$ cat config.mk
export PLATFORM = sky130hd
export DESIGN_NAME = hlidt_ram
export DESIGN_NICKNAME = d
export VERILOG_FILES = /design/src/rtl/hard_link_inode_dedup_table_unit_defines.svh /design/src/rtl/hlidt_ram.sv
export SDC_FILE = /design/constraint.sdc
export NUM_CORES = 1
export LEC_CHECK = 0
export ABC_AREA = 1
export BUFFER_PORTS_ARGS = -buffer_cell sky130_fd_sc_hd__buf_2
export CAP_MARGIN = 20
export CORE_MARGIN = 2
export CORE_UTILIZATION = 50
export DETAILED_ROUTE_END_ITERATION = 16
export GPL_TIMING_DRIVEN = 0
export PLACE_DENSITY_LB_ADDON = 0.12
export SYNTH_ARGS = -nofsm -noshare
export SYNTH_HDL_FRONTEND = slang
export SYNTH_SLANG_ARGS = --single-unit
$ cat constraint.sdc
create_clock -name clock -period 3.66 [get_ports clock]
set_input_delay 0.732 -clock clock [delete_from_list [all_inputs] [get_ports clock]]
set_output_delay 0.732 -clock clock [all_outputs]
set_load 0.01 [all_outputs]
$ cat src/rtl/hard_link_inode_dedup_table_unit_defines.svh
// ---------------------------------------------------------------------------
// hard link inode dedup table unit - assertion macros
// shared property forms for the dedup table checks
// ---------------------------------------------------------------------------
`ifndef HARD_LINK_INODE_DEDUP_TABLE_UNIT_DEFINES_SVH
`define HARD_LINK_INODE_DEDUP_TABLE_UNIT_DEFINES_SVH

// same-cycle implication, disabled while reset is high
`define HLIDT_ASSERT_NOW(label, clk, rst, ante, cons) \
   label: assert property (@(posedge clk) disable iff (rst) (ante) |-> (cons)) \
      else $error("hlidt same-cycle check failed");

// next-cycle implication, disabled while reset is high
`define HLIDT_ASSERT_NEXT(label, clk, rst, ante, cons) \
   label: assert property (@(posedge clk) disable iff (rst) (ante) |=> (cons)) \
      else $error("hlidt next-cycle check failed");

`endif

$ cat src/rtl/hlidt_ram.sv
// ---------------------------------------------------------------------------
// hlidt_ram
// generic single-write, single-read ram with registered read data
// ---------------------------------------------------------------------------
module hlidt_ram #(
   parameter int unsigned WIDTH = 8,
   parameter int unsigned DEPTH = 16
) (
   input  logic                     clock,
   input  logic                     wr_en,
   input  logic [$clog2(DEPTH)-1:0] wr_addr,
   input  logic [WIDTH-1:0]         wr_data,
   input  logic                     rd_en,
   input  logic [$clog2(DEPTH)-1:0] rd_addr,
   output logic [WIDTH-1:0]         rd_data
);

   logic [WIDTH-1:0] mem_ff [DEPTH];
   logic [WIDTH-1:0] rd_data_ff;

   always_ff @(posedge clock) begin
      if (wr_en) begin
         mem_ff[wr_addr] <= wr_data;
      end
      if (rd_en) begin
         rd_data_ff <= mem_ff[rd_addr];
      end
   end

   assign rd_data = rd_data_ff;

endmodule

==> metrics.md <==
| Metric | Value |
|---|---|
| CTS tree | `built` |
| Avg WL per Cell | `18.3 um` |
| Final period util | `51.5%` |
| Hold_ws | `676 ps` |
| Reg clk slew, reported paths | `60 ps` |
| Fin. Hold Viols | `0` |
| Max Freq | `0.531 GHz` |
| DRC | `0` |
| Dpl hpwl | `9.10 mm` |
| RSZ-0062 raised after global routing | `no` |
| First-pass detailed-route iteration total | `5` |
| Peak VDD IR | `0.000253 V` |
| Clock Sinks | `136` |
| Status | `completed` |
| Setup TNS | `0 ps` |
| Yosys cell types | `11` |
| Area Overhead vs Synth | `14.7%` |
| Clock buffer depth | `2` |
| Seq cells post-synth | `136` |
| CTS buffer count | `17` |
| Worst hold path class | `input port to register` |
| Placed cells | `717` |
| IO buf count | `23` |
| I/O Pins | `27` |
| Non-Filler Instances | `749` |
| PD cells | `537 nW/um^2` |
| Setup Crit Path Kind | `input port to register` |
| Grt total ovfl | `0` |
| Max-cap violations | `0` |
| Core area | `11400 um^2` |
| Slew @ Worst Pin | `982 ps` |
| Crit path max fanout | `8` |
| Rows | `39` |
| Syn Area/Cell | `10.6 um^2` |
| Clk_skew | `3.14 ps` |
| Cts-stage hold buffer count | `0` |
| Design area | `6700 um^2` |
| Tmin final | `1880 ps` |
| Chip width | `112 um` |
| Fillcell total | `940` |
| Arr. time, crit path | `1920 ps` |
| Die area | `12600 um^2` |
| Post-layout util | `58.7%` |
| Vias in the first global route | `3598` |
| Endpoints failing setup | `0` |
| Slew HR | `34.3%` |
| Pre-CTS WS | `1360 ps` |
| Final worst-path setup slack | `1780 ps` |
| Reg area | `4080 um^2` |
| Die height | `112 um` |
| Yosys top cell area share | `69.8%` |
| Cell count after synthesis | `551` |
| Yosys warnings | `0` |
| Final Power | `3.60 mW` |
| Total Routing Usage GR | `23.2%` |
| Routed via count | `3854` |
| CTS root buf | `clkbuf_16` |
| DRT iter0 DRCs | `372` |
| Layout net count | `612` |
| Cell taking the most area after synthesis | `edfxtp_1` |
| Leakage | `2.89 nW` |
| WL final | `13.7 mm` |
| Share of post-route cells with drive strength above 1 | `12.7%` |
| Syn Nets | `570` |
| Multi-input gate area | `1210 um^2` |
| Initial Util | `51.2%` |
| Worst-skew pair later-pin latency | `410 ps` |
| Top post-synthesis cells by area | `edfxtp_1 70%, nand2_1 11%, nand3_1 8.3%, inv_1 6.4%, buf_6 1.2%` |
| Avg Vias per Cell | `5.15` |
| CTS resizes | `0` |
| Routed Antenna Nets | `0` |
| Seq/Total Area, Yosys | `69.8%` |
| Postcts setup bufs | `0` |
| Placer Congestion | `0.902` |
| DP Area | `6140 um^2` |
| H-tree depth | `4` |
| Critical Path Start Type | `input port` |
| Diodes inserted | `0` |
| Largest net degree at the start of global routing | `17` |
| Worst EP required | `3700 ps` |
| Fin. max-slew vios | `0` |
| Initial antenna violation count | `0` |
| Synthesized cell area | `5850 um^2` |
| CP endpoint kind | `register` |
| First-pass GRT wire length | `21.1 mm` |
cells by family (layout without fill, tap and decap cells):
| family | after synthesis | count (layout) | synth area share (%) |
|---|---|---|---|
| DFF | 136 | 136 | 69.8 |
| and+or+nand+nor | 289 | 289 | 20.8 |
| buffers and inverters | 126 | 181 | 9.39 |
path summary, 6_finish.rpt:
| check | from | end | slack (ps) | cells past startpoint |
|---|---|---|---|---|
| setup / recovery | wr_addr[3] | mem_ff[5][5] | 1780 | 3 |
| hold / removal | rd_en | rd_data[5] | 680 | 1 |
| setup reg to reg | mem_ff[10][5] | rd_data[5] | 2470 | 6 |
| hold reg to reg | mem_ff[0][1] | rd_data[1] | 770 | 6 |
registers in the layout, summed over array words and instances (netlist names):
register	count
rd_data	8
mem_ff	128
where the power goes:
| group | switching [mW] | leakage (nW) | internal, mW |
|---|---|---|---|
| clock network | 0.621 | 0.263 | 0.990 |
| registers | 0.00800 | 1.24 | 1.76 |
| logic | 0.163 | 1.39 | 0.0654 |
critical path, cell delays in order:
cell and delay [ps]:
buf_2 120, nand3b_1 270, nor2_1 800
synthesized netlist by cell type:
cell type / count
edfxtp_1: 136
buf_1: 1
buf_6: 6
nand3_1: 97
inv_2: 2
nand2_1: 173
inv_1: 100
buf_2: 13
buf_4: 4
nand3b_1: 2
nor2_1: 17
cell usage in the layout (no fill, tap or decap):
master,count
clkinvlp_4,5
nand3_1,97
inv_1,100
clkinv_4,1
clkbuf_16,17
nand3b_1,2
buf_1,1
bufinv_16,2
buf_2,36
nand2_1,173
edfxtp_1,136
buf_6,6
clkbuf_1,1
clkinv_2,4
nor2_1,17
clkinv_1,2
buf_4,4
inv_2,2
metal layers:
layer	part of all wire [%]	GRT usage, %	up-vias
li1	-	-	1866
met1	47	35.6	1810
met2	44	33.1	163
met4	1.6	8.54	0
met3	7.7	4.64	15
met5	0	0	-
layout make-up:
| class | instances | share of cell area [%] |
|---|---|---|
| flip-flops and latches | 136 | 60.9 |
| inverters | 102 | 5.71 |
| plain buffers | 24 | 2.48 |
| multi-input cells | 289 | 18.1 |
| clock inverters | 14 | 2.00 |
| repair buffers | 23 | 1.72 |
| clock buffers | 18 | 6.40 |
| well taps | 143 | 2.67 |
(Power assumes the default switching activity.)
